--- src/hw/rtl/urdc_pkg.sv ---
// Shared types, constants and the CRC-8 byte step for the register datagram codec.
package urdc_pkg;

  localparam int unsigned URDC_BUDGET      = 16;
  localparam int unsigned URDC_QUEUE_DEPTH = 4;

  localparam logic [7:0] SYNC_BYTE   = 8'h05;
  localparam logic [7:0] MASTER_ADDR = 8'hFF;
  localparam logic [7:0] WRITE_FLAG  = 8'h80;
  localparam logic [7:0] CRC_POLY    = 8'h07;

  typedef enum logic [1:0] {
    ACT_WRITE   = 2'd0,
    ACT_READ    = 2'd1,
    ACT_RX_BYTE = 2'd2
  } action_e;

  typedef enum logic [2:0] {
    ST_TX        = 3'd0,
    ST_SEARCH    = 3'd1,
    ST_FOUND     = 3'd2,
    ST_EXHAUSTED = 3'd3,
    ST_IGNORED   = 3'd4
  } status_e;

  // One queued job: a datagram to send, or a single status result
  typedef struct packed {
    status_e     status;
    logic        long_frame;
    logic [1:0]  node;
    logic [7:0]  reg_byte;
    logic [31:0] value;
  } cmd_t;

  // CRC-8, polynomial 0x07, data fed LSB first
  function automatic logic [7:0] crc8_step(input logic [7:0] crc, input logic [7:0] data);
    logic [7:0] c;
    logic [7:0] d;
    int         b;
    c = crc;
    d = data;
    for (b = 0; b < 8; b++) begin
      if (c[7] ^ d[0]) begin
        c = {c[6:0], 1'b0} ^ CRC_POLY;
      end else begin
        c = {c[6:0], 1'b0};
      end
      d = {1'b0, d[7:1]};
    end
    return c;
  endfunction

endpackage

--- src/hw/rtl/urdc_if.sv ---
// Valid/ready channel interfaces for the codec's input items and result items.
interface urdc_in_if;
  logic        valid;
  logic        ready;
  logic [1:0]  action;
  logic [6:0]  reg_address;
  logic [31:0] write_value;
  logic [7:0]  rx_byte;

  modport source (output valid, action, reg_address, write_value, rx_byte, input ready);
  modport sink   (input valid, action, reg_address, write_value, rx_byte, output ready);
endinterface

interface urdc_out_if;
  logic        valid;
  logic        ready;
  logic [2:0]  status;
  logic [7:0]  tx_byte;
  logic        last;
  logic [31:0] reply_value;

  modport source (output valid, status, tx_byte, last, reply_value, input ready);
  modport sink   (input valid, status, tx_byte, last, reply_value, output ready);
endinterface

--- src/hw/rtl/urdc_front.sv ---
// Front end: accepts items, builds datagram jobs and runs the reply scanner.
module urdc_front #(
  parameter int unsigned REPLY_BYTE_BUDGET = urdc_pkg::URDC_BUDGET
) (
  input  logic           clk_i,
  input  logic           rst_ni,
  urdc_in_if.sink        in_i,
  input  logic [1:0]     node_i,
  input  logic           full_i,
  output logic           push_o,
  output urdc_pkg::cmd_t cmd_o
);
  import urdc_pkg::*;

  localparam int unsigned CntW = $clog2(REPLY_BYTE_BUDGET + 1);

  logic                  armed_q, armed_d;
  logic [CntW-1:0]       rx_count_q, rx_count_d;
  logic [6:0]            exp_reg_q, exp_reg_d;
  // Last seven received bytes, oldest at index 0
  logic [6:0][7:0]       win_q, win_d;
  // lane_q[k] holds the CRC of the last k received bytes
  logic [7:1][7:0]       lane_q, lane_d;

  logic                  accept;
  logic [CntW-1:0]       count_inc;
  logic                  match;
  logic                  exhausted;
  logic                  scan_byte;

  assign in_i.ready = !full_i;
  assign accept     = in_i.valid && in_i.ready;
  assign push_o     = accept;

  assign count_inc = rx_count_q + CntW'(1);
  assign match     = (count_inc >= CntW'(8)) &&
                     (win_q[0] == SYNC_BYTE) &&
                     (win_q[1] == MASTER_ADDR) &&
                     (win_q[2] == {1'b0, exp_reg_q}) &&
                     (lane_q[7] == in_i.rx_byte);
  assign exhausted = (count_inc >= CntW'(REPLY_BYTE_BUDGET));
  assign scan_byte = (in_i.action == ACT_RX_BYTE) && armed_q;

  always_comb begin
    cmd_o = '{status: ST_IGNORED, long_frame: 1'b0, node: node_i,
              reg_byte: 8'h00, value: 32'h0};
    case (in_i.action)
      ACT_WRITE: begin
        cmd_o.status     = ST_TX;
        cmd_o.long_frame = 1'b1;
        cmd_o.reg_byte   = WRITE_FLAG | {1'b0, in_i.reg_address};
        cmd_o.value      = in_i.write_value;
      end
      ACT_READ: begin
        cmd_o.status   = ST_TX;
        cmd_o.reg_byte = {1'b0, in_i.reg_address};
      end
      ACT_RX_BYTE: begin
        if (armed_q) begin
          if (match) begin
            cmd_o.status = ST_FOUND;
            cmd_o.value  = {win_q[3], win_q[4], win_q[5], win_q[6]};
          end else if (exhausted) begin
            cmd_o.status = ST_EXHAUSTED;
          end else begin
            cmd_o.status = ST_SEARCH;
          end
        end
      end
      default: begin
        cmd_o.status = ST_IGNORED;
      end
    endcase
  end

  always_comb begin
    armed_d    = armed_q;
    rx_count_d = rx_count_q;
    exp_reg_d  = exp_reg_q;
    win_d      = win_q;
    lane_d     = lane_q;
    if (accept && (in_i.action == ACT_READ)) begin
      armed_d    = 1'b1;
      rx_count_d = '0;
      exp_reg_d  = in_i.reg_address;
      win_d      = '0;
      lane_d     = '0;
    end else if (accept && scan_byte) begin
      rx_count_d = count_inc;
      win_d      = {in_i.rx_byte, win_q[6:1]};
      lane_d[1]  = crc8_step(8'h00, in_i.rx_byte);
      for (int k = 2; k < 8; k++) begin
        lane_d[k] = crc8_step(lane_q[k-1], in_i.rx_byte);
      end
      // Disarm on a found reply or a spent budget
      if (match || exhausted) begin
        armed_d = 1'b0;
      end
    end
  end

  always_ff @(posedge clk_i or negedge rst_ni) begin
    if (!rst_ni) begin
      armed_q    <= 1'b0;
      rx_count_q <= '0;
      exp_reg_q  <= '0;
      win_q      <= '0;
      lane_q     <= '0;
    end else begin
      armed_q    <= armed_d;
      rx_count_q <= rx_count_d;
      exp_reg_q  <= exp_reg_d;
      win_q      <= win_d;
      lane_q     <= lane_d;
    end
  end

endmodule

--- src/hw/rtl/urdc_fifo.sv ---
// Job queue between the front end and the result sequencer.
module urdc_fifo #(
  parameter int unsigned DEPTH = urdc_pkg::URDC_QUEUE_DEPTH
) (
  input  logic           clk_i,
  input  logic           rst_ni,
  input  logic           push_i,
  input  urdc_pkg::cmd_t data_i,
  output logic           full_o,
  input  logic           pop_i,
  output urdc_pkg::cmd_t data_o,
  output logic           empty_o
);
  import urdc_pkg::*;

  localparam int unsigned PtrW = (DEPTH > 1) ? $clog2(DEPTH) : 1;
  localparam int unsigned CntW = $clog2(DEPTH + 1);

  cmd_t            mem_q [DEPTH];
  logic [PtrW-1:0] wr_ptr_q, wr_ptr_d;
  logic [PtrW-1:0] rd_ptr_q, rd_ptr_d;
  logic [CntW-1:0] count_q, count_d;
  logic            do_push;
  logic            do_pop;

  assign full_o  = (count_q == CntW'(DEPTH));
  assign empty_o = (count_q == '0);
  assign do_push = push_i && !full_o;
  assign do_pop  = pop_i && !empty_o;
  assign data_o  = mem_q[rd_ptr_q];

  always_comb begin
    wr_ptr_d = wr_ptr_q;
    rd_ptr_d = rd_ptr_q;
    count_d  = count_q;
    if (do_push) begin
      wr_ptr_d = (wr_ptr_q == PtrW'(DEPTH - 1)) ? '0 : wr_ptr_q + PtrW'(1);
    end
    if (do_pop) begin
      rd_ptr_d = (rd_ptr_q == PtrW'(DEPTH - 1)) ? '0 : rd_ptr_q + PtrW'(1);
    end
    if (do_push && !do_pop) begin
      count_d = count_q + CntW'(1);
    end else if (do_pop && !do_push) begin
      count_d = count_q - CntW'(1);
    end
  end

  always_ff @(posedge clk_i or negedge rst_ni) begin
    if (!rst_ni) begin
      wr_ptr_q <= '0;
      rd_ptr_q <= '0;
      count_q  <= '0;
    end else begin
      wr_ptr_q <= wr_ptr_d;
      rd_ptr_q <= rd_ptr_d;
      count_q  <= count_d;
    end
  end

  always_ff @(posedge clk_i) begin
    if (do_push) begin
      mem_q[wr_ptr_q] <= data_i;
    end
  end

endmodule

--- src/hw/rtl/urdc_back.sv ---
// Back end: queued jobs with running CRC, one result per cycle unless stalled.
module urdc_back (
  input  logic           clk_i,
  input  logic           rst_ni,
  input  logic           empty_i,
  input  urdc_pkg::cmd_t head_i,
  output logic           pop_o,
  urdc_out_if.source     out_o
);
  import urdc_pkg::*;

  logic        out_valid_q, out_valid_d;
  logic [2:0]  status_q;
  logic [7:0]  tx_q;
  logic        last_q;
  logic [31:0] value_q;
  logic [2:0]  idx_q, idx_d;
  logic [7:0]  crc_q, crc_d;

  logic        advance;
  logic        is_tx;
  logic        tx_last;
  logic        item_last;
  logic [7:0]  tx_sel;
  logic [7:0]  tx_cur;

  assign advance   = !empty_i && (!out_valid_q || out_o.ready);
  assign is_tx     = (head_i.status == ST_TX);
  assign tx_last   = head_i.long_frame ? (idx_q == 3'd7) : (idx_q == 3'd3);
  assign item_last = !is_tx || tx_last;
  assign pop_o     = advance && item_last;

  always_comb begin
    case (idx_q)
      3'd0:    tx_sel = SYNC_BYTE;
      3'd1:    tx_sel = {6'b0, head_i.node};
      3'd2:    tx_sel = head_i.reg_byte;
      3'd3:    tx_sel = head_i.value[31:24];
      3'd4:    tx_sel = head_i.value[23:16];
      3'd5:    tx_sel = head_i.value[15:8];
      3'd6:    tx_sel = head_i.value[7:0];
      default: tx_sel = 8'h00;
    endcase
  end

  // The frame's final byte is the CRC accumulated over the bytes before it
  assign tx_cur = tx_last ? crc_q : tx_sel;

  always_comb begin
    out_valid_d = out_valid_q;
    idx_d       = idx_q;
    crc_d       = crc_q;
    if (advance) begin
      out_valid_d = 1'b1;
      if (item_last) begin
        idx_d = '0;
        crc_d = '0;
      end else begin
        idx_d = idx_q + 3'd1;
        crc_d = crc8_step(crc_q, tx_cur);
      end
    end else if (out_o.ready) begin
      out_valid_d = 1'b0;
    end
  end

  always_ff @(posedge clk_i or negedge rst_ni) begin
    if (!rst_ni) begin
      out_valid_q <= 1'b0;
      idx_q       <= '0;
      crc_q       <= '0;
    end else begin
      out_valid_q <= out_valid_d;
      idx_q       <= idx_d;
      crc_q       <= crc_d;
    end
  end

  always_ff @(posedge clk_i) begin
    if (advance) begin
      status_q <= head_i.status;
      tx_q     <= is_tx ? tx_cur : 8'h00;
      last_q   <= item_last;
      value_q  <= is_tx ? 32'h0 : head_i.value;
    end
  end

  assign out_o.valid       = out_valid_q;
  assign out_o.status      = status_q;
  assign out_o.tx_byte     = tx_q;
  assign out_o.last        = last_q;
  assign out_o.reply_value = value_q;

endmodule

--- src/hw/rtl/uart_register_datagram_codec.sv ---
// Top level of the single-wire UART register datagram codec (master side).
//
//   channel   dir  handshake        carries
//   in_i      in   valid/ready      action, reg_address, write_value, rx_byte
//   out_o     out  valid/ready      status, tx_byte, last, reply_value
//   cfg       in   cfg_we_i only    cfg_wdata_i = node_address
//
// The front end takes one item per clock while the job queue has room; the back
// end issues one result per clock unless the output stalls, so a write yields
// eight results, a read four and any other item one. Each accepted item passes
// the job queue, then the result register. Reset clears the scanner, queue and
// output stage at once; no clearing pass. A stalled output holds only the back
// end; the front keeps accepting until the queue fills.
module uart_register_datagram_codec #(
  parameter int unsigned REPLY_BYTE_BUDGET = urdc_pkg::URDC_BUDGET,
  parameter int unsigned QUEUE_DEPTH       = urdc_pkg::URDC_QUEUE_DEPTH
) (
  input  logic       clk_i,
  input  logic       rst_ni,
  urdc_in_if.sink    in_i,
  urdc_out_if.source out_o,
  input  logic       cfg_we_i,
  input  logic [1:0] cfg_wdata_i
);
  import urdc_pkg::*;

  logic [1:0] node_q;
  cmd_t       push_cmd;
  cmd_t       head_cmd;
  logic       push;
  logic       full;
  logic       pop;
  logic       empty;

  always_ff @(posedge clk_i or negedge rst_ni) begin
    if (!rst_ni) begin
      node_q <= 2'd0;
    end else if (cfg_we_i) begin
      node_q <= cfg_wdata_i;
    end
  end

  urdc_front #(
    .REPLY_BYTE_BUDGET(REPLY_BYTE_BUDGET)
  ) u_front (
    .clk_i (clk_i),
    .rst_ni(rst_ni),
    .in_i  (in_i),
    .node_i(node_q),
    .full_i(full),
    .push_o(push),
    .cmd_o (push_cmd)
  );

  urdc_fifo #(
    .DEPTH(QUEUE_DEPTH)
  ) u_fifo (
    .clk_i  (clk_i),
    .rst_ni (rst_ni),
    .push_i (push),
    .data_i (push_cmd),
    .full_o (full),
    .pop_i  (pop),
    .data_o (head_cmd),
    .empty_o(empty)
  );

  urdc_back u_back (
    .clk_i  (clk_i),
    .rst_ni (rst_ni),
    .empty_i(empty),
    .head_i (head_cmd),
    .pop_o  (pop),
    .out_o  (out_o)
  );

endmodule

--- src/flat_wrapper.sv ---
// flat-port wrapper written by rule: the top's interface ports become plain ports
module uart_register_datagram_codec_flat import urdc_pkg::*;
#(
  parameter int unsigned REPLY_BYTE_BUDGET = urdc_pkg::URDC_BUDGET,
  parameter int unsigned QUEUE_DEPTH       = urdc_pkg::URDC_QUEUE_DEPTH
)
  (clk_i, rst_ni, cfg_we_i, cfg_wdata_i, in_i_valid, in_i_action, in_i_reg_address, in_i_write_value, in_i_rx_byte, in_i_ready, out_o_valid, out_o_status, out_o_tx_byte, out_o_last, out_o_reply_value, out_o_ready);
  urdc_in_if in_i_i ();
  urdc_out_if out_o_i ();
  input  logic clk_i;
  input  logic rst_ni;
  input  logic cfg_we_i;
  input  logic [1:0] cfg_wdata_i;
  input wire logic [$bits(in_i_i.valid)-1:0] in_i_valid;
  input wire logic [$bits(in_i_i.action)-1:0] in_i_action;
  input wire logic [$bits(in_i_i.reg_address)-1:0] in_i_reg_address;
  input wire logic [$bits(in_i_i.write_value)-1:0] in_i_write_value;
  input wire logic [$bits(in_i_i.rx_byte)-1:0] in_i_rx_byte;
  output wire logic [$bits(in_i_i.ready)-1:0] in_i_ready;
  output wire logic [$bits(out_o_i.valid)-1:0] out_o_valid;
  output wire logic [$bits(out_o_i.status)-1:0] out_o_status;
  output wire logic [$bits(out_o_i.tx_byte)-1:0] out_o_tx_byte;
  output wire logic [$bits(out_o_i.last)-1:0] out_o_last;
  output wire logic [$bits(out_o_i.reply_value)-1:0] out_o_reply_value;
  input wire logic [$bits(out_o_i.ready)-1:0] out_o_ready;
  assign in_i_i.valid = in_i_valid;
  assign in_i_i.action = in_i_action;
  assign in_i_i.reg_address = in_i_reg_address;
  assign in_i_i.write_value = in_i_write_value;
  assign in_i_i.rx_byte = in_i_rx_byte;
  assign in_i_ready = in_i_i.ready;
  assign out_o_valid = out_o_i.valid;
  assign out_o_status = out_o_i.status;
  assign out_o_tx_byte = out_o_i.tx_byte;
  assign out_o_last = out_o_i.last;
  assign out_o_reply_value = out_o_i.reply_value;
  assign out_o_i.ready = out_o_ready;
  uart_register_datagram_codec #(.REPLY_BYTE_BUDGET(REPLY_BYTE_BUDGET), .QUEUE_DEPTH(QUEUE_DEPTH)) u_core (.clk_i(clk_i), .rst_ni(rst_ni), .in_i(in_i_i), .out_o(out_o_i), .cfg_we_i(cfg_we_i), .cfg_wdata_i(cfg_wdata_i));
endmodule
--- config.mk ---
export PLATFORM = sky130hd
export DESIGN_NAME = uart_register_datagram_codec_flat
export DESIGN_NICKNAME = d
export VERILOG_FILES = /design/src/hw/rtl/urdc_pkg.sv /design/src/hw/rtl/urdc_if.sv /design/src/hw/rtl/urdc_front.sv /design/src/hw/rtl/urdc_fifo.sv /design/src/hw/rtl/urdc_back.sv /design/src/hw/rtl/uart_register_datagram_codec.sv /design/src/flat_wrapper.sv
export SDC_FILE = /design/constraint.sdc
export NUM_CORES = 1
export LEC_CHECK = 0
export BUFFER_PORTS_ARGS = -buffer_cell sky130_fd_sc_hd__clkbuf_2
export CAP_MARGIN = 15
export CORE_UTILIZATION = 61
export DETAILED_ROUTE_END_ITERATION = 7
export GPL_TIMING_DRIVEN = 0
export PLACE_DENSITY = 0.8
export SLEW_MARGIN = 20
export SYNTH_ARGS = -nofsm -noshare
export SYNTH_HDL_FRONTEND = slang
export SYNTH_SLANG_ARGS = --single-unit
export TNS_END_PERCENT = 100
--- constraint.sdc ---
create_clock -name clk_i -period 4.2 [get_ports clk_i]
set_clock_uncertainty 0.15 [all_clocks]
set_input_delay 1.26 -clock clk_i [delete_from_list [all_inputs] [get_ports clk_i]]
set_output_delay 1.26 -clock clk_i [all_outputs]
set_load 0.02 [all_outputs]
==> results.rst, run 1 <==
.. list-table::
   :header-rows: 1

   * - Metric
     - Value
   * - Result of the run
     - complete, but fails checks
   * - Violations in the final reports
     - DRC
   * - DRC viols
     - 7
   * - Largest voltage drop on the vdd net
     - 0.523 mV
   * - Post-synth top flop
     - edfxtp_1
   * - Slew of the pin with the lowest slew margin
     - 1.06 ns
   * - Most frequent cells in the layout
     - edfxtp_1 (224), xnor2_1 (147), dfrtp_1 (146)
   * - Cell area after layout
     - 0.0187 sq mm
   * - Area share of the largest cell type after synthesis
     - 40.8%
   * - CP startpoint kind
     - register
   * - Dominant cells by area after synthesis
     - edfxtp_1 (41%), dfrtp_1 (22%), xnor2_1 (8.0%)
   * - Minimum setup slack after placement
     - -0.463 ns
   * - Cell with the largest stage delay on the worst path
     - nor4_4
   * - Routability cong.
     - 0.907
   * - Wire length of the first global-routing pass
     - 61,100 microns
   * - Seq/Total Area, Yosys
     - 63.0%
   * - Total of buffers placed on input and output ports
     - 96
   * - Total routed wirelength
     - 39,300 microns
   * - Synth Instances
     - 1,171
   * - Classification of the worst-slack hold path
     - register to register
   * - Layout Nets
     - 1,381
   * - Synthesis warning total
     - 0
   * - Worst setup path category
     - register to register
   * - Count of max-cap constraint violations
     - 0
   * - Number of flops mapped to enable cells by yosys
     - 224
   * - CTS root buffer
     - clkbuf_16
   * - # rows
     - 59
   * - Number of antenna repair diodes
     - 0
   * - Share of final-layout standard cells stronger than drive strength 1
     - 16.4%
   * - Grt ovf
     - 0
   * - Violation count after the first detailed-routing iteration
     - 1,177
   * - Global router's overall resource usage
     - 29.2%
   * - Crit share post-route
     - 96.6%
   * - Crit path top cell by count
     - buf_2
   * - Kind of end point of the critical path
     - register
   * - Endpoints failing hold
     - 0
   * - Total iterations of the first detailed-routing run
     - 8
   * - Worst stage delay on the critical path
     - 0.43 ns
   * - Clock tree from TritonCTS
     - done
   * - Syn Std Cell Area
     - 0.0165 sq mm
   * - Clk slew on worst S/H paths
     - 0.06 ns
   * - Die extent in x
     - 166 microns
   * - CP cell instances
     - buf_2, buf_4, buf_2, mux2i_1, o22ai_1, nor4_4, a22oi_2, xnor2_1, xnor3_2, xnor3_1, or3_1, o21ai_1
   * - Sequential Power Share
     - 39.8%
   * - Switching power of the nets
     - 0.00496 W
   * - Syn_nets
     - 1,242
   * - Placed cell areas
     - 0.0175 sq mm
   * - CP required
     - 4.50 ns
   * - Count of clock tree sinks
     - 370
   * - Share of synthesized flip-flops with an asynchronous set or reset
     - 39.5%
   * - Placed Cells incl. Taps
     - 1,604
   * - Hold_buf cts
     - 0
   * - Final min period
     - 4.06 ns
   * - Power Total
     - 0.0141 W
   * - Layout area overhead
     - 13.5%
   * - Static power due to leakage
     - 7.27 nW
   * - Avg Synthesized Cell Area
     - 14.1 sq um
   * - Effective utilization at floorplan
     - 62.7%
   * - Core area
     - 0.0263 sq mm
   * - Initial antenna violation count
     - 1
   * - Wirelength per Cell
     - 23.5 microns
   * - Total power divided by cell area
     - 753 mW/mm^2
   * - Max-slew violation total from the final report
     - 0
   * - Maximum clock frequency
     - 247 MHz
   * - Relative slew slack
     - 29.1%
   * - Largest fanout on the critical path
     - 10
   * - Vias
     - 10,400
   * - Pin count of the biggest net entering global routing
     - 75
   * - Number of standard cells in the layout, taps in and fillers out
     - 1,674
   * - Antenna violation net count after detailed routing
     - 0
   * - Vertical die dimension
     - 166 microns
   * - Total half-perimeter wirelength after legalization and detailed placement
     - 26,700 microns
   * - Commonest non-fill, non-tap cell in the layout
     - edfxtp_1
   * - Clock latency on the worst-skew pair
     - 0.53 ns
   * - Number of buffers between clock root and the deepest sink
     - 3
   * - Switching part of the total power
     - 35.2%
   * - Via density per instance
     - 6.21
   * - Top-level port count
     - 102
   * - Setup Viol. Count Final
     - 0
   * - Die outline area
     - 0.0277 sq mm
   * - CTS buffer count
     - 38
   * - Number of different library cells in the post-synthesis netlist
     - 61
   * - Depth of the CTS H-tree
     - 2
   * - Cell type with the largest total area after synthesis
     - edfxtp_1
   * - Logic gate share of total power
     - 37.3%
   * - Internal
     - 0.00913 W
   * - Seq cells post-synth
     - 370
   * - Final worst setup slack
     - 0.144 ns
   * - Vias in the first global route
     - 10,500
   * - Data arrival time at the worst-slack endpoint
     - 4.35 ns
   * - Final cell utilization of the core
     - 71.2%
   * - Relative contribution of the clock network to total power
     - 23.0%
## critical path, delay by kind of cell, from the launching register on
family	cells	cell delay [ns]
and+or+nand+nor	2	0.74
buffers and inverters	3	0.88
DFF	1	0.35
xor gates and xnor gates	3	1.03
AOI/OAI and AO/OA	3	0.46
muxes	1	0.36
## metrics by stage
step	setup TNS, ns	hold WS [ns]
CTS	0	0.347
global route	-0.0377	0.372
detailed placement	-44.27	0.330
finish	0	0.348
floorplan	0	0.308
global placement	-155.66	0.328
## worst paths after layout
path                       cells after the start  slack, ns                       from                        end
min in group asynchronous                      1       0.63                     rst_ni  u_core.u_back.out_o.valid
min                                            2       0.35  u_core.u_back.out_o.valid  u_core.u_back.out_o.valid
max                                           12       0.14  u_core.u_fifo.rd_ptr_q[0]     u_core.u_back.crc_q[3]
min reg2reg                                    2       0.35  u_core.u_back.out_o.valid  u_core.u_back.out_o.valid
max in group asynchronous                      2       2.47                     rst_ni   u_core.u_front.win_q[30]
max reg2reg                                   12       0.14  u_core.u_fifo.rd_ptr_q[0]     u_core.u_back.crc_q[3]
## synthesized netlist by cell type (3+ instances only)
cell type and count:
nor2_1 16, xnor3_1 3, ha_1 14, nand4_1 6, a21oi_1 12, nand3b_1 3
xnor2_1 150, o22ai_1 16, mux2_2 11, o32ai_1 4, nor4_1 3, or3_1 5
o31ai_1 3, buf_6 6, a31oi_1 3, clkbuf_1 49, nand3_1 11, mux4_2 19
o21ai_1 5, mux2i_1 54, o21ai_0 53, and3_1 5, buf_1 6, edfxtp_1 224
inv_1 15, o221ai_1 3, a22o_1 101, xor2_1 33, buf_2 6, nor3_1 9
dfrtp_1 146, nand2_1 74, nand2b_1 3, a211oi_1 22, and2_1 20, nor2b_1 27
## power by group through the flow
stage	Sequential [W]	Combinational, W	Clock [W]
after floorplan	0.00578	0.00359	0
after global placement	0.00564	0.00504	0
after detailed placement	0.00565	0.00515	0
after CTS	0.00560	0.00523	0.00326
after global routing	0.00569	0.00567	0.00339
final	0.00560	0.00525	0.00324
## metal layers
| metal | vias to the layer above | routed length [microns] | GRT usage (%) |
|---|---|---|---|
| li1 | 4624 | - | - |
| met1 | 5216 | 16100 | 39.6 |
| met2 | 452 | 19100 | 48.2 |
| met3 | 99 | 2740 | 4.48 |
| met4 | 0 | 1390 | 11.0 |
| met5 | - | 0 | 0 |
## area by class of cell
type,instances,area (sq um)
Buffer,68,315
Multi-Input combinational cell,716,5800
Clock buffer,49,1020
Inverter,16,60.1
Timing Repair Buffer,100,552
Sequential cell,370,10400
Fill cell,1732,7570
Tap cell,335,419
Clock inverter,20,163
## kinds of logic (layout without fill, tap and decap cells)
kind of cell,Yosys count,count (layout),share of synthesized area [%]
fa+ha+maj,15,15,1.18
flops,370,370,63.0
simple gates,187,187,5.67
mux,87,87,6.87
xor+xnor,187,187,10.3
buf+inv,85,253,2.30
compound gates,240,240,10.7
## sequential cells by signal, summed over array words and instances (netlist names)
signal,cells
u_core.node_q,2
u_core.u_back.out_o.status,3
u_core.u_front.lane_q,56
u_core.u_fifo.wr_ptr_q,2
u_core.u_back.out_o.reply_value,32
u_core.u_front.exp_reg_q,7
u_core.u_back.out_o.valid,1
u_core.u_back.out_o.last,1
u_core.u_fifo.count_q,3
u_core.u_back.crc_q,8
u_core.u_front.armed_q,1
u_core.u_fifo.mem_q,180
u_core.u_front.rx_count_q,5
u_core.u_back.idx_q,3
u_core.u_fifo.rd_ptr_q,2
u_core.u_back.out_o.tx_byte,8
u_core.u_front.win_q,56
## timing repair
action,CTS,global route
buffers inserted,0,2
gates resized for setup,4,10
pin swaps,1,2
endpoints found under the hold margin,0,0
gates cloned,0,0
setup endpoints to repair,3,71
No activity file was read; power rests on OpenSTA's default activity.
==> run 2: changes to the inputs <==
--- a/config.mk
+++ b/config.mk
@@ -7,7 +7,9 @@
 export LEC_CHECK = 0
 export BUFFER_PORTS_ARGS = -buffer_cell sky130_fd_sc_hd__clkbuf_2
 export CAP_MARGIN = 15
+export CORE_MARGIN = 8
 export CORE_UTILIZATION = 61
+export CTS_BUF_LIST = sky130_fd_sc_hd__clkbuf_16
 export DETAILED_ROUTE_END_ITERATION = 7
 export GPL_TIMING_DRIVEN = 0
 export PLACE_DENSITY = 0.8
==> results.rst, run 2 (synthesis gave the netlist of run 1 again) <==
.. list-table::
   :header-rows: 1

   * - Metric
     - Value
   * - Clk slew on worst S/H paths
     - 0.06 ns (about the same)
   * - Crit share post-route
     - 97.1% (was 96.6%)
   * - Cell with the largest stage delay on the worst path
     - clkbuf_1 (was nor4_4)
   * - Count of max-cap constraint violations
     - 0 (unchanged)
   * - Via density per instance
     - 6.19 (was 6.21)
   * - Total of buffers placed on input and output ports
     - 96 (unchanged)
   * - Hold_buf cts
     - 0 (unchanged)
   * - Endpoints failing hold
     - 0 (unchanged)
   * - Antenna violation net count after detailed routing
     - 0 (unchanged)
   * - Switching power of the nets
     - 0.00503 W (was 0.00496 W)
   * - Total half-perimeter wirelength after legalization and detailed placement
     - 28,300 microns (was 26,700 microns)
   * - Total iterations of the first detailed-routing run
     - 5 (was 8)
   * - Worst Hold Path Cells
     - 2 (unchanged)
   * - Wire length of the first global-routing pass
     - 62,100 microns (was 61,100 microns)
   * - Startpoint of the worst hold path
     - u_core.u_back.out_o.valid (unchanged)
   * - Maximum clock frequency
     - 245 MHz (was 247 MHz)
   * - Reg2reg start
     - u_core.u_fifo.rd_ptr_q[0] (unchanged)
   * - Largest fanout on the critical path
     - 10 (unchanged)
   * - Violation count after the first detailed-routing iteration
     - 1,132 (was 1,177)
   * - R2R Setup Slk
     - 0.21 ns (was 0.14 ns)
   * - Data arrival time at the worst-slack endpoint
     - 4.26 ns (was 4.35 ns)
   * - CP required
     - 4.39 ns (was 4.50 ns)
   * - Switching part of the total power
     - 35.3% (was 35.2%)
   * - Vias in the first global route
     - 10,700 (was 10,500)
   * - Final cell utilization of the core
     - 70.3% (was 71.2%)
   * - Largest voltage drop on the vdd net
     - 0.562 mV (was 0.523 mV)
   * - Static power due to leakage
     - 7.34 nW (was 7.27 nW)
   * - Worst-case hold path end point
     - u_core.u_back.out_o.valid (unchanged)
   * - Depth of the CTS H-tree
     - 2 (unchanged)
   * - # rows
     - 60 (was 59)
   * - CTS buffer count
     - 38 (unchanged)
   * - CP Buf/Inv Count
     - 2 (was 3)
   * - CP cell instances
     - clkbuf_1, xor2_1, nor4_1, nand4_1, or4_1, nor2_1, clkbuf_1, a22o_1 (was buf_2, buf_4, buf_2, mux2i_1, o22ai_1, nor4_4, a22oi_2, xnor2_1, xnor3_2, xnor3_1, or3_1, o21ai_1)
   * - Count of clock tree sinks
     - 370 (unchanged)
   * - Slew of the pin with the lowest slew margin
     - 1.04 ns (was 1.06 ns)
   * - Setup Viol. Count Final
     - 0 (unchanged)
   * - Clock latency on the worst-skew pair
     - 0.54 ns (was 0.53 ns)
   * - Cell area after layout
     - 0.0188 sq mm (was 0.0187 sq mm)
   * - Cells on worst reg2reg path
     - 16 (was 12)
   * - Vias
     - 10,400 (about the same)
   * - Top-level port count
     - 102 (unchanged)
   * - Worst flop-to-flop path endpoint
     - u_core.u_fifo.count_q[2] (was u_core.u_back.crc_q[3])
   * - Clock tree from TritonCTS
     - done (unchanged)
   * - Core area
     - 0.0267 sq mm (was 0.0263 sq mm)
   * - Worst stage delay on the critical path
     - 0.70 ns (was 0.43 ns)
   * - Result of the run
     - finished, final reports clean (was complete, but fails checks)
   * - Global router's overall resource usage
     - 24.6% (was 29.2%)
   * - Relative slew slack
     - 30.8% (was 29.1%)
   * - Initial antenna violation count
     - 1 (unchanged)
   * - Placed Cells incl. Taps
     - 1,610 (was 1,604)
   * - Sequential Power Share
     - 39.3% (was 39.8%)
   * - Power Total
     - 0.0143 W (was 0.0141 W)
   * - Effective utilization at floorplan
     - 61.7% (was 62.7%)
   * - Placed cell areas
     - 0.0175 sq mm (about the same)
   * - Top flop regs
     - u_core.u_fifo.mem_q: 180 flops, u_core.u_front.lane_q: 56 flops, u_core.u_front.win_q: 56 flops (unchanged)
   * - Classification of the worst-slack hold path
     - register to register (unchanged)
   * - Routability cong.
     - 0.939 (was 0.907)
   * - DRC viols
     - 0 (was 7)
   * - Worst setup path category
     - primary input to register (was register to register)
   * - Share of final-layout standard cells stronger than drive strength 1
     - 16.3% (was 16.4%)
   * - Vertical die dimension
     - 180 microns (was 166 microns)
   * - Crit path top cell by count
     - clkbuf_1 (was buf_2)
   * - Wirelength per Cell
     - 24.0 microns (was 23.5 microns)
   * - Number of flip-flops under the largest register name
     - 180 (unchanged)
   * - CTS root buffer
     - clkbuf_16 (unchanged)
   * - Relative contribution of the clock network to total power
     - 23.5% (was 23.0%)
   * - Die extent in x
     - 180 microns (was 166 microns)
   * - Grt ovf
     - 0 (unchanged)
   * - Total routed wirelength
     - 40,400 microns (was 39,300 microns)
   * - Pin count of the biggest net entering global routing
     - 86 (was 75)
   * - CP startpoint kind
     - primary input (was register)
   * - Total power divided by cell area
     - 758 mW/mm^2 (was 753 mW/mm^2)
   * - Kind of cell with the highest combined delay on the critical path
     - simple AND/OR/NAND/NOR gates (was XOR/XNOR gates)
   * - Number of fill cells
     - 1,774 (was 1,732)
   * - Layout Nets
     - 1,381 (unchanged)
   * - Layout area overhead
     - 14.1% (was 13.5%)
   * - Most frequent cells in the layout
     - edfxtp_1 (224), xnor2_1 (147), dfrtp_1 (146) (unchanged)
   * - Logic gate share of total power
     - 37.2% (was 37.3%)
   * - Commonest non-fill, non-tap cell in the layout
     - edfxtp_1 (unchanged)
   * - Kind of end point of the critical path
     - register (unchanged)
   * - Final min period
     - 4.08 ns (was 4.06 ns)
   * - Number of standard cells in the layout, taps in and fillers out
     - 1,681 (was 1,674)
   * - Internal
     - 0.00923 W (was 0.00913 W)
   * - Number of antenna repair diodes
     - 0 (unchanged)
   * - Register ranked first by flip-flop count
     - u_core.u_fifo.mem_q (unchanged)
   * - Die outline area
     - 0.0325 sq mm (was 0.0277 sq mm)
   * - Number of buffers between clock root and the deepest sink
     - 3 (unchanged)
   * - Max-slew violation total from the final report
     - 0 (unchanged)
-- run 2: per-stage QoR --
stage | setup TNS [ns] | setup slack [ns] | hold slack, ns
global route | -0.0129 | -0.00369 | 0.359
detailed placement | -32.55 | -0.385 | 0.332
floorplan | 0 | 0.253 | 0.308
global placement | -155.71 | -0.917 | 0.328
CTS | 0 | 0.0397 | 0.348
finish | 0 | 0.123 | 0.348
-- run 2: worst max-delay path by stage --
stage	startpoint	to	slack [ns]	depth (start not counted)
2_1_floorplan	out_o_ready	u_core.u_fifo.count_q[1]	0.25	8
3_3_place_gp	rst_ni	u_core.u_front.win_q[13]	-0.92	1
3_5_place_dp	in_i_rx_byte[4]	u_core.u_fifo.mem_q[0][16]	-0.38	8
4_1_cts	u_core.u_fifo.rd_ptr_q[0]	u_core.u_fifo.count_q[2]	0.04	16
5_1_grt	in_i_rx_byte[2]	u_core.u_fifo.mem_q[2][8]	-0.004	8
6_report	in_i_rx_byte[4]	u_core.u_fifo.mem_q[2][8]	0.12	8
-- run 2: area by class of cell --
cell class / instances / area [sq um] / area share, %
clock buffers: 39 / 976 / 5.19
multi-input cells: 716 / 5800 / 30.8
flip-flops and latches: 370 / 10400 / 55.2
inverters: 16 / 60.1 / 0.319
clock inverters: 31 / 278 / 1.48
well taps: 341 / 427 / 2.27
repair buffers: 99 / 544 / 2.89
plain buffers: 69 / 339 / 1.80
-- run 2: power groups by stage --
stage / registers, W / clock network (W) / logic (W)
6_report: 0.00560 / 0.00336 / 0.00531
5_1_grt: 0.00568 / 0.00352 / 0.00570
4_1_cts: 0.00559 / 0.00338 / 0.00527
3_5_place_dp: 0.00565 / 0 / 0.00519
3_3_place_gp: 0.00563 / 0 / 0.00505
2_1_floorplan: 0.00578 / 0 / 0.00359
-- run 2: layer usage --
layer | track usage [%] | wire length [microns]
met1 | 31.5 | 16300
met2 | 40.9 | 19900
met3 | 5.08 | 2890
met4 | 9.39 | 1350
met5 | 0 | 0
-- run 2: worst register-to-register path, stage by stage, from the launching register on --
cell and delay [ns]:
dfrtp_1 0.35, clkbuf_4 0.20, buf_8 0.20, buf_6 0.21
buf_8 0.21, mux4_2 0.58, nor3_4 0.29, and2_1 0.18
clkbuf_4 0.20, inv_2 0.08, nand2_1 0.14, ha_1 0.20
inv_1 0.06, fa_1 0.43, xor2_1 0.17, nor2_1 0.11
xor2_1 0.15
-- run 2: what timing repair did --
action                     CTS  global route
setup endpoints to repair    3            15
resized for setup            3            10
cloned                       0             0
setup buffers                0             1
hold endpoints to repair     0             0
pin swaps                    0             1
